## src/urbrf_pkg.sv

```systemverilog
// Package for the UART register block with receive FIFO.
// Register indexes, status bit masks, control bit positions, transaction codes, channel modes, reset values.
// No dependencies.
package urbrf_pkg;

  localparam int unsigned RxDepthDef = 16;
  localparam int unsigned NRegs      = 18;
  localparam int unsigned RegIdxW    = 5;

  // Register word indexes
  localparam logic [RegIdxW-1:0] R_CR    = 5'd0;
  localparam logic [RegIdxW-1:0] R_MR    = 5'd1;
  localparam logic [RegIdxW-1:0] R_IER   = 5'd2;
  localparam logic [RegIdxW-1:0] R_IDR   = 5'd3;
  localparam logic [RegIdxW-1:0] R_IMR   = 5'd4;
  localparam logic [RegIdxW-1:0] R_CISR  = 5'd5;
  localparam logic [RegIdxW-1:0] R_BRGR  = 5'd6;
  localparam logic [RegIdxW-1:0] R_RTRIG = 5'd8;
  localparam logic [RegIdxW-1:0] R_SR    = 5'd11;
  localparam logic [RegIdxW-1:0] R_DATA  = 5'd12;
  localparam logic [RegIdxW-1:0] R_TTRIG = 5'd17;

  // Status register bits
  localparam logic [31:0] SR_RTRIG   = 32'h0000_0001;
  localparam logic [31:0] SR_REMPTY  = 32'h0000_0002;
  localparam logic [31:0] SR_RFUL    = 32'h0000_0004;
  localparam logic [31:0] SR_TEMPTY  = 32'h0000_0008;
  localparam logic [31:0] SR_TFUL    = 32'h0000_0010;
  localparam logic [31:0] SR_TO_CISR = 32'h0000_001F;
  localparam logic [31:0] INT_ROVR   = 32'h0000_0020;
  localparam logic [31:0] INT_TOUT   = 32'h0000_0100;

  // Control register bit positions
  localparam int unsigned CR_RXRST    = 0;
  localparam int unsigned CR_TXRST    = 1;
  localparam int unsigned CR_RX_EN    = 2;
  localparam int unsigned CR_RX_DIS   = 3;
  localparam int unsigned CR_TX_EN    = 4;
  localparam int unsigned CR_TX_DIS   = 5;
  localparam int unsigned CR_STARTBRK = 7;
  localparam int unsigned CR_STOPBRK  = 8;

  // Reset values
  localparam logic [31:0] CR_RESET    = 32'h0000_0128;
  localparam logic [31:0] TRIG_RESET  = 32'h0000_0020;
  localparam logic [31:0] BRGR_RESET  = 32'h0000_000F;
  localparam logic [31:0] SR_RESET    = 32'h0000_000A;

  typedef enum logic [2:0] {
    OP_READ    = 3'd0,
    OP_WRITE   = 3'd1,
    OP_RX_BYTE = 3'd2,
    OP_BREAK   = 3'd3,
    OP_TIMEOUT = 3'd4
  } op_e;

  typedef enum logic [1:0] {
    MODE_NORMAL = 2'd0,
    MODE_ECHO   = 2'd1,
    MODE_LOCAL  = 2'd2,
    MODE_REMOTE = 2'd3
  } chan_mode_e;

  function automatic logic [31:0] reg_reset(input logic [RegIdxW-1:0] idx);
    logic [31:0] val;
    val = '0;
    if (idx == R_CR) begin
      val = CR_RESET;
    end else if (idx == R_BRGR) begin
      val = BRGR_RESET;
    end else if (idx == R_RTRIG || idx == R_TTRIG) begin
      val = TRIG_RESET;
    end else if (idx == R_SR) begin
      val = SR_RESET;
    end
    return val;
  endfunction

endpackage

```

## src/urbrf_ram.sv

```systemverilog
// Generic single-port-write, single-port-read RAM with registered read data.
// No dependencies.
module urbrf_ram #(
  parameter int unsigned Width = 8,
  parameter int unsigned Depth = 16,
  localparam int unsigned AddrW = (Depth > 1) ? $clog2(Depth) : 1
) (
  input  logic             clk_i,
  input  logic             we_i,
  input  logic [AddrW-1:0] waddr_i,
  input  logic [Width-1:0] wdata_i,
  input  logic             re_i,
  input  logic [AddrW-1:0] raddr_i,
  output logic [Width-1:0] rdata_o
);

  logic [Width-1:0] mem_q [Depth];
  logic [Width-1:0] rdata_q;

  always_ff @(posedge clk_i) begin
    if (we_i) begin
      mem_q[waddr_i] <= wdata_i;
    end
    if (re_i) begin
      rdata_q <= mem_q[raddr_i];
    end
  end

  assign rdata_o = rdata_q;

endmodule

```

## src/uart_register_block_rx_fifo.sv

```systemverilog
// UART register block: bus register file, receive FIFO, interrupt status.
// Depends on urbrf_pkg and urbrf_ram.
//
// Channel   Dir  Handshake                   Payload
// s_axis    in   tvalid/tready               tuser: op; tdata: addr, wdata, rx_byte
// m_axis    out  tvalid/tready               tdata: read_data, irq, tx_valid,
//                                            tx_byte, break_request
//
// One transaction per cycle while the output is not stalled, one result per
// transaction: the register file, FIFO pointers and status update at the accepting
// edge, and the result register (plus the FIFO RAM read register) holds the result.
// Input is accepted while the result register is empty or being drained.
// Reset is asynchronous active low; it restores the register file and empties the FIFO.
module uart_register_block_rx_fifo
  import urbrf_pkg::*;
#(
  parameter int unsigned RX_DEPTH = RxDepthDef
) (
  input  logic        clk_i,
  input  logic        rst_ni,
  input  logic        s_axis_tvalid_i,
  output logic        s_axis_tready_o,
  input  logic [2:0]  s_axis_tuser_i,   // [2:0] op
  input  logic [55:0] s_axis_tdata_i,   // [9:0] addr, [41:10] wdata, [49:42] rx_byte
  output logic        m_axis_tvalid_o,
  input  logic        m_axis_tready_i,
  output logic [47:0] m_axis_tdata_o    // [31:0] read_data, [32] irq, [33] tx_valid,
                                        // [41:34] tx_byte, [42] break_request
);

  localparam int unsigned PtrW = (RX_DEPTH > 1) ? $clog2(RX_DEPTH) : 1;
  localparam int unsigned CntW = $clog2(RX_DEPTH + 1);
  localparam logic [PtrW-1:0] PtrLast = PtrW'(RX_DEPTH - 1);
  localparam logic [CntW-1:0] CntFull = CntW'(RX_DEPTH);

  // Input fields
  logic [2:0]  op;
  logic [9:0]  addr;
  logic [31:0] wdata;
  logic [7:0]  rx_byte;
  logic        accept;

  assign op      = s_axis_tuser_i;
  assign addr    = s_axis_tdata_i[9:0];
  assign wdata   = s_axis_tdata_i[41:10];
  assign rx_byte = s_axis_tdata_i[49:42];

  // State
  logic [31:0]     regs_q [NRegs];
  logic [31:0]     regs_d [NRegs];
  logic [PtrW-1:0] wp_q, wp_d, rp_q, rp_d;
  logic [CntW-1:0] cnt_q, cnt_d;

  // Result register
  logic        out_valid_q;
  logic [31:0] rdata_q, rdata_d;
  logic        irq_q, irq_d;
  logic        txv_q, txv_d;
  logic [7:0]  txb_q, txb_d;
  logic        brk_q, brk_d;
  logic        pop_sel_q;

  // FIFO control
  logic        push_req, push_we, pop_hit;
  logic [7:0]  push_byte;
  logic [7:0]  ram_rdata;

  assign s_axis_tready_o = !out_valid_q || m_axis_tready_i;
  assign accept          = s_axis_tvalid_i && s_axis_tready_o;

  always_comb begin
    logic [31:0]     cr, sr, cisr, imr, rtrig;
    logic [RegIdxW-1:0] ridx;
    logic            mapped, rx_en, tx_en, do_refresh;
    chan_mode_e      mode;

    for (int i = 0; i < NRegs; i++) begin
      regs_d[i] = regs_q[i];
    end
    wp_d      = wp_q;
    rp_d      = rp_q;
    cnt_d     = cnt_q;
    rdata_d   = '0;
    txv_d     = 1'b0;
    txb_d     = '0;
    brk_d     = 1'b0;
    push_req  = 1'b0;
    push_we   = 1'b0;
    push_byte = '0;
    pop_hit   = 1'b0;
    do_refresh = 1'b0;

    cr    = regs_q[R_CR];
    sr    = regs_q[R_SR];
    cisr  = regs_q[R_CISR];
    imr   = regs_q[R_IMR];
    rtrig = regs_q[R_RTRIG];
    ridx  = addr[RegIdxW-1:0];
    mapped = addr < 10'(NRegs);
    mode  = chan_mode_e'(regs_q[R_MR][9:8]);
    rx_en = cr[CR_RX_EN] && !cr[CR_RX_DIS];
    tx_en = cr[CR_TX_EN] && !cr[CR_TX_DIS];

    unique case (op)
      OP_READ: begin
        if (mapped && ridx == R_DATA) begin
          if (rx_en) begin
            sr = sr & ~SR_RFUL;
            if (cnt_q != '0) begin
              pop_hit = 1'b1;
              cnt_d   = cnt_q - 1'b1;
              rp_d    = (rp_q == PtrLast) ? '0 : rp_q + 1'b1;
              if (cnt_d == '0) begin
                sr = sr | SR_REMPTY;
              end
            end else begin
              sr = sr | SR_REMPTY;
            end
            if (32'(cnt_d) < rtrig) begin
              sr = sr & ~SR_RTRIG;
            end
            cisr = cisr | (sr & SR_TO_CISR);
          end
        end else if (mapped) begin
          rdata_d = regs_q[ridx];
        end
      end
      OP_WRITE: begin
        if (mapped) begin
          if (ridx == R_IER) begin
            imr = imr | wdata;
          end else if (ridx == R_IDR) begin
            imr = imr & ~wdata;
          end else if (ridx == R_IMR) begin
            // read only
          end else if (ridx == R_CISR) begin
            cisr = cisr & ~wdata;
          end else if (ridx == R_DATA) begin
            if (mode == MODE_NORMAL) begin
              if (tx_en) begin
                txv_d = 1'b1;
                txb_d = wdata[7:0];
              end
            end else if (mode == MODE_LOCAL) begin
              push_req  = 1'b1;
              push_byte = wdata[7:0];
            end
          end else if (ridx == R_SR) begin
            sr = wdata;
          end else begin
            regs_d[ridx] = wdata;
          end
          if (ridx == R_CR) begin
            cr = wdata;
            if (cr[CR_TXRST]) begin
              sr = (sr | SR_TEMPTY) & ~SR_TFUL;
            end
            if (cr[CR_RXRST]) begin
              wp_d  = '0;
              rp_d  = '0;
              cnt_d = '0;
              sr    = (sr | SR_REMPTY) & ~SR_RFUL;
            end
            cr[CR_TXRST] = 1'b0;
            cr[CR_RXRST] = 1'b0;
            if (cr[CR_TX_EN] && !cr[CR_TX_DIS]) begin
              sr   = sr | SR_TEMPTY;
              cisr = cisr | (sr & SR_TO_CISR);
            end
            brk_d = cr[CR_STARTBRK] && !cr[CR_STOPBRK];
            regs_d[R_CR] = cr;
          end
        end
      end
      OP_RX_BYTE: begin
        if (mode == MODE_NORMAL || mode == MODE_ECHO) begin
          push_req  = 1'b1;
          push_byte = rx_byte;
        end
        if ((mode == MODE_REMOTE || mode == MODE_ECHO) && tx_en) begin
          txv_d = 1'b1;
          txb_d = rx_byte;
        end
      end
      OP_BREAK: begin
        push_req   = 1'b1;
        do_refresh = 1'b1;
      end
      OP_TIMEOUT: begin
        cisr       = cisr | INT_TOUT;
        do_refresh = 1'b1;
      end
      default: begin
      end
    endcase

    // FIFO push shared by line bytes, breaks and local loopback
    if (push_req && rx_en) begin
      sr = sr & ~SR_REMPTY;
      if (cnt_q >= CntFull) begin
        cisr = cisr | INT_ROVR;
      end else begin
        push_we = 1'b1;
        wp_d    = (wp_q == PtrLast) ? '0 : wp_q + 1'b1;
        cnt_d   = cnt_q + 1'b1;
        if (cnt_d == CntFull) begin
          sr = sr | SR_RFUL;
        end else if (32'(cnt_d) >= rtrig) begin
          sr = sr | SR_RTRIG;
        end
      end
      cisr = cisr | (sr & SR_TO_CISR);
    end

    if (do_refresh) begin
      cisr = cisr | (sr & SR_TO_CISR);
    end

    regs_d[R_SR]   = sr;
    regs_d[R_CISR] = cisr;
    regs_d[R_IMR]  = imr;
    irq_d = |(imr & cisr);
  end

  always_ff @(posedge clk_i or negedge rst_ni) begin
    if (!rst_ni) begin
      for (int i = 0; i < NRegs; i++) begin
        regs_q[i] <= reg_reset(RegIdxW'(i));
      end
      wp_q        <= '0;
      rp_q        <= '0;
      cnt_q       <= '0;
      out_valid_q <= 1'b0;
      pop_sel_q   <= 1'b0;
    end else begin
      if (accept) begin
        for (int i = 0; i < NRegs; i++) begin
          regs_q[i] <= regs_d[i];
        end
        wp_q        <= wp_d;
        rp_q        <= rp_d;
        cnt_q       <= cnt_d;
        out_valid_q <= 1'b1;
        pop_sel_q   <= pop_hit;
      end else if (m_axis_tready_i) begin
        out_valid_q <= 1'b0;
      end
    end
  end

  always_ff @(posedge clk_i) begin
    if (accept) begin
      rdata_q <= rdata_d;
      irq_q   <= irq_d;
      txv_q   <= txv_d;
      txb_q   <= txb_d;
      brk_q   <= brk_d;
    end
  end

  urbrf_ram #(
    .Width (8),
    .Depth (RX_DEPTH)
  ) u_rx_ram (
    .clk_i   (clk_i),
    .we_i    (accept && push_we),
    .waddr_i (wp_q),
    .wdata_i (push_byte),
    .re_i    (accept && pop_hit),
    .raddr_i (rp_q),
    .rdata_o (ram_rdata)
  );

  assign m_axis_tvalid_o = out_valid_q;
  assign m_axis_tdata_o  = {5'b0, brk_q, txb_q, txv_q, irq_q,
                            pop_sel_q ? {24'b0, ram_rdata} : rdata_q};

  // Fill count stays within the FIFO depth
  assert property (@(posedge clk_i) disable iff (!rst_ni) cnt_q <= CntFull)
    else $error("rx fill count beyond depth");

  // A pop is only issued when the FIFO holds data
  assert property (@(posedge clk_i) disable iff (!rst_ni) pop_hit |-> cnt_q != '0)
    else $error("pop from empty rx fifo");

  // A push into a full FIFO leaves the pointers untouched
  assert property (@(posedge clk_i) disable iff (!rst_ni)
    (accept && push_req && cnt_q == CntFull && op != OP_WRITE) |=>
      ($stable(cnt_q) && $stable(wp_q)))
    else $error("overrun changed fifo pointers");

  // Stall on input only while a result is pending
  assert property (@(posedge clk_i) disable iff (!rst_ni)
    !s_axis_tready_o |-> m_axis_tvalid_o)
    else $error("input stalled with empty result register");

endmodule

```

## config.mk

```make
export PLATFORM = sky130hd
export DESIGN_NAME = uart_register_block_rx_fifo
export DESIGN_NICKNAME = d
export VERILOG_FILES = /design/src/urbrf_pkg.sv /design/src/urbrf_ram.sv /design/src/uart_register_block_rx_fifo.sv
export SDC_FILE = /design/constraint.sdc
export NUM_CORES = 1
export LEC_CHECK = 0
export ABC_AREA = 1
export BUFFER_PORTS_ARGS = -buffer_cell sky130_fd_sc_hd__buf_2
export CORE_MARGIN = 4
export CORE_UTILIZATION = 50
export CTS_BUF_LIST = sky130_fd_sc_hd__clkbuf_8
export DETAILED_ROUTE_END_ITERATION = 7
export PLACE_DENSITY_LB_ADDON = 0.08
export SLEW_MARGIN = 5
export SYNTH_ARGS = -nofsm -noshare
export SYNTH_HDL_FRONTEND = slang
export SYNTH_SLANG_ARGS = --single-unit
```

## constraint.sdc

```tcl
create_clock -name clk_i -period 2.5 [get_ports clk_i]
set_clock_uncertainty 0.1 [all_clocks]
set_input_delay 0.125 -clock clk_i [delete_from_list [all_inputs] [get_ports clk_i]]
set_output_delay 0.125 -clock clk_i [all_outputs]
set_load 0.02 [all_outputs]
```

==> results.txt <==
----------------------------------------------------
[Outcome]
  Status ... finished, final reports clean

[Job]
  Max-cap violations ... 0

[Power]
  Worst vdd ir ... 556 uV
  Leakage power of the design ... 18.4 nW
  Power density over cell area ... 671 nW/um^2

[Drt]
  Wire length reported by the detailed router ... 116000 um
  Number of detailed-routing iterations run before antenna repair ... 6
  ANT nets after route ... 0
  Routed vias/inst ... 5.84
  Count of routing violations after the opening detailed-route iteration ... 3186
  Remaining routing DRC violations ... 0
  Post-DR wirelength/cell ... 23.4 um
  Number of vias in the routed layout ... 28900

[Clock network]
  Max H-tree Level ... 4
  Clk slew on worst S/H paths ... 0.06 ns
  Number of sinks on the clock net ... 770
  Clock buffer depth ... 3
  Number of buffers created by CTS ... 132
  CTS tree ... built
  Later-pin clock latency in the skew report ... 0.79 ns
  CTS Root Buffer Type ... sky130_fd_sc_hd__clkbuf_8

[Yosys]
  Synthesized-area fraction occupied by and/or/nand/nor cells ... 13.7%
  Total of warnings raised by yosys ... 0
  Share of async-settable or async-resettable flops after synthesis ... 76.8%
  Synthesized-area fraction occupied by adder cells ... 0.652%
  Number of storage elements in the synthesis netlist ... 770
  Post-Synth XOR/XNOR Area ... 0.127%
  Cell variety after synth ... 57
  Area share of the leading cell type in the synthesized netlist ... 42.0%
  Portion of netlist area occupied by mux cells ... 0.261%
  Largest cells by area after synthesis ... sky130_fd_sc_hd__dfrtp_1 (42%), sky130_fd_sc_hd__edfxtp_1 (16%), sky130_fd_sc_hd__nand2_1 (9.1%), sky130_fd_sc_hd__a22oi_1 (5.6%), sky130_fd_sc_hd__o21ai_1 (4.2%)
  Number of enable-type register cells in the synthesized netlist ... 179
  Area leader, netlist ... sky130_fd_sc_hd__dfrtp_1
  Top flip-flop cell by instance count after synthesis ... sky130_fd_sc_hd__dfrtp_1
  Total standard cell area after synthesis ... 34500 um^2
  Number of instances in the synthesized netlist ... 3594
  Compound-cell area share of the yosys netlist ... 20.1%
  Largest family of logic cells by synthesized area ... compound AO/OA/AOI/OAI gates
  Mean area per synthesized cell ... 9.61 um^2
  Sequential fraction of the synthesis area ... 58.4%

[Global route]
  Remaining Overflow, GRT ... 0
  Largest net degree at the start of global routing ... 146
  First-pass GRT wire length ... 175000 um
  Antenna violations before repair ... 2
  Via count of the first global-routing pass ... 28600
  Total global routing track utilization ... 31.1%

[Worst setup path]
  Critical register-to-register path startpoint ... cnt_q[0]$_DFFE_PN0P_
  Crit Path Class ... reg -> reg
  Worst path required time ... 2.93 ns
  Largest stage delay, worst path ... 0.45 ns
  Top delay family on crit path ... simple AND/OR/NAND/NOR gates
  Reg-to-reg critical path endpoint ... irq_q$_DFFE_PP_
  Worst Reg-to-Reg Cells ... 16
  Element type at the critical path start ... register
  Cells along the critical path ... inv_4, buf_6, nand3_4, xor2_4, nor2_2, ha_1, a21oi_1, nand2_2, nand2_2, nand3_2, nand2_2, nand3_2, a21oi_2, nand2_2, nand2_2, nand2_1
  Cell at the slowest stage of the critical path ... sky130_fd_sc_hd__dfrtp_2
  Reg2Reg Setup Slack ... 0.02 ns
  Crit-path max FO ... 3
  CP arrival ... 2.91 ns
  Worst setup EP type ... register
  Most common cell type on the critical path ... sky130_fd_sc_hd__nand2_2
  Worst Path Buf+Inv ... 2

[Worst hold path]
  Worst hold path startpoint ... s_axis_tdata_i[42]
  Depth of the worst hold-timing path ... 4
  Terminating pin of the worst hold path ... txb_q[0]$_SDFFCE_PN0P_
  Hold Path Class ... in -> reg

[Floorplan]
  Die area ... 73400 um^2
  Die extent in x ... 271 um
  Boundary Pins ... 113
  Height of the chip ... 271 um
  Initial Utilization ... 50.4%
  Core outline area ... 68600 um^2
  Total number of placement rows ... 96

[Cells and area]
  Final Cell Area ... 41700 um^2
  Fraction of final layout cells sized beyond drive strength 1 ... 19.9%
  Commonest cells after routing, fill and taps aside ... sky130_fd_sc_hd__nand2_1 (827), sky130_fd_sc_hd__dfrtp_1 (577), sky130_fd_sc_hd__o21ai_1 (290), sky130_fd_sc_hd__buf_4 (285), sky130_fd_sc_hd__a22oi_1 (257)
  Final Core Density ... 60.8%
  Area growth, synth to finish ... 20.7%
  Net count of the finished layout ... 3983
  Commonest non-fill, non-tap cell in the layout ... sky130_fd_sc_hd__nand2_1

[STA]
  Fin worst setup slack ... 0.0194 ns
  Hold Vio Cnt, Final ... 0
  Final period utilization ... 99.2%
  Sum of negative setup slack ... 0 ns
  RSZ-0062 raised after global routing ... true
  Worst hold slack ... 0.0940 ns
  Highest Clock Rate ... 403 MHz
  Slew of the pin with the lowest slew margin ... 0.808 ns
  Final Setup Violations ... 0
  Worst slew slack as a fraction of its limit ... 45.9%
  Max Transition Viols Final ... 0
  Final critical-path required period ... 2.48 ns

[Placement]
  Final HPWL from detailed placement ... 76200 um
  IO Port Bufs ... 101
  Worst slack after detailed placement ... -0.130 ns
  Dpl cell area ... 37900 um^2
  Routability cong. ... 0.888

----------------------------------------------------
where the power goes:
part           switching [mW]  leakage (nW)  internal (mW)
clock                    5.37          1.58           6.12
combinational            2.09          7.14           1.15
sequential              0.171          9.73           13.1
total                    7.63          18.4           20.4
logic make-up after synthesis:
kind of cell,count (synthesis)
compound gates,1102
xor+xnor,5
fa+ha+maj,18
buf+inv,549
flops,770
mux,8
other cells,1
simple gates,1141
layout make-up:
| type | instances | area (um^2) |
|---|---|---|
| inverter | 198 | 758 |
| clock buffer | 155 | 2130 |
| fill | 5844 | 26900 |
| antenna | 1 | 2.50 |
| sequential | 770 | 20200 |
| timing repair buffer | 521 | 4590 |
| clock inverter | 88 | 539 |
| multi-input combinational | 2279 | 12300 |
| tap | 931 | 1160 |
synthesized netlist by cell type (2+ instances only):
master	number
sky130_fd_sc_hd__a2111oi_0	18
sky130_fd_sc_hd__a211oi_1	2
sky130_fd_sc_hd__a21boi_0	39
sky130_fd_sc_hd__a21boi_1	2
sky130_fd_sc_hd__a21oi_1	86
sky130_fd_sc_hd__a221oi_1	12
sky130_fd_sc_hd__a22o_1	32
sky130_fd_sc_hd__a22oi_1	257
sky130_fd_sc_hd__a31oi_1	25
sky130_fd_sc_hd__a41oi_1	14
sky130_fd_sc_hd__buf_1	6
sky130_fd_sc_hd__buf_2	56
sky130_fd_sc_hd__buf_4	10
sky130_fd_sc_hd__buf_6	19
sky130_fd_sc_hd__clkbuf_1	259
sky130_fd_sc_hd__clkinv_1	4
sky130_fd_sc_hd__dfrtp_1	580
sky130_fd_sc_hd__dfstp_2	11
sky130_fd_sc_hd__edfxtp_1	179
sky130_fd_sc_hd__ha_1	18
sky130_fd_sc_hd__inv_1	178
sky130_fd_sc_hd__inv_2	15
sky130_fd_sc_hd__mux2_2	8
sky130_fd_sc_hd__nand2_1	837
sky130_fd_sc_hd__nand2_2	6
sky130_fd_sc_hd__nand3_1	57
sky130_fd_sc_hd__nand3_4	12
sky130_fd_sc_hd__nand4_1	20
sky130_fd_sc_hd__nor2_1	166
sky130_fd_sc_hd__nor2_2	5
sky130_fd_sc_hd__nor2_4	5
sky130_fd_sc_hd__nor3_1	22
sky130_fd_sc_hd__o211ai_1	2
sky130_fd_sc_hd__o21ai_0	207
sky130_fd_sc_hd__o21ai_1	289
sky130_fd_sc_hd__o21ai_2	42
sky130_fd_sc_hd__o221ai_1	20
sky130_fd_sc_hd__o22ai_1	22
sky130_fd_sc_hd__o31ai_1	30
sky130_fd_sc_hd__or2_2	2
sky130_fd_sc_hd__xor2_1	4
routing by layer:
metal	wire, um	GRT usage [%]	up-vias
met5	0	0	-
met4	5030	13.1	0
met3	7880	5.28	269
met2	54400	49.7	1278
met1	48200	42.4	14300
li1	-	-	13000
tightest hold or removal path: stages:
cell,delay [ns]
sky130_fd_sc_hd__dlygate4sd3_1,0.53
sky130_fd_sc_hd__buf_2,0.11
sky130_fd_sc_hd__nand2_1,0.05
sky130_fd_sc_hd__o21ai_0,0.06
per-stage QoR:
step                      cells  power (mW)
after floorplan            3598        14.8
after global placement     4615        16.3
after detailed placement   4615        16.4
after CTS                  4936        28.0
after global routing       4943        29.1
final                      4943        28.0
what timing repair did:
item	4_1_cts	5_1_grt
pin swaps	10	21
hold buffers	72	0
buffers inserted	6	5
endpoints found under the setup margin	21	130
hold endpoints to repair	1206	0
resized for setup	18	46
gates cloned	0	1
flip-flops by register name (all words and copies together), names as in the netlist:
| signal | flops |
|---|---|
| regs_q | 576 |
| u_rx_ram.mem_q | 128 |
| rdata_q | 32 |
| txb_q | 8 |
| u_rx_ram.rdata_o | 8 |
| cnt_q | 5 |
| rp_q | 4 |
| wp_q | 4 |
| brk_q | 1 |
| irq_q | 1 |
| m_axis_tvalid_o | 1 |
| pop_sel_q | 1 |
| txv_q | 1 |
worst max-delay path by stage:
stage | depth (start not counted) | from | end | slack (ns)
after floorplan | 13 | s_axis_tdata_i[9] | u_rx_ram.mem_q[11][0]$_DFFE_PP_ | -0.08
after global placement | 10 | s_axis_tdata_i[1] | rdata_q[25]$_SDFFCE_PP0P_ | -0.11
after detailed placement | 10 | s_axis_tdata_i[1] | rdata_q[25]$_SDFFCE_PP0P_ | -0.13
after CTS | 18 | cnt_q[0]$_DFFE_PN0P_ | irq_q$_DFFE_PP_ | -0.04
after global routing | 16 | cnt_q[1]$_DFFE_PN0P_ | irq_q$_DFFE_PP_ | -0.14
final | 16 | cnt_q[0]$_DFFE_PN0P_ | irq_q$_DFFE_PP_ | 0.02
Power figures use the tool's default switching activity.
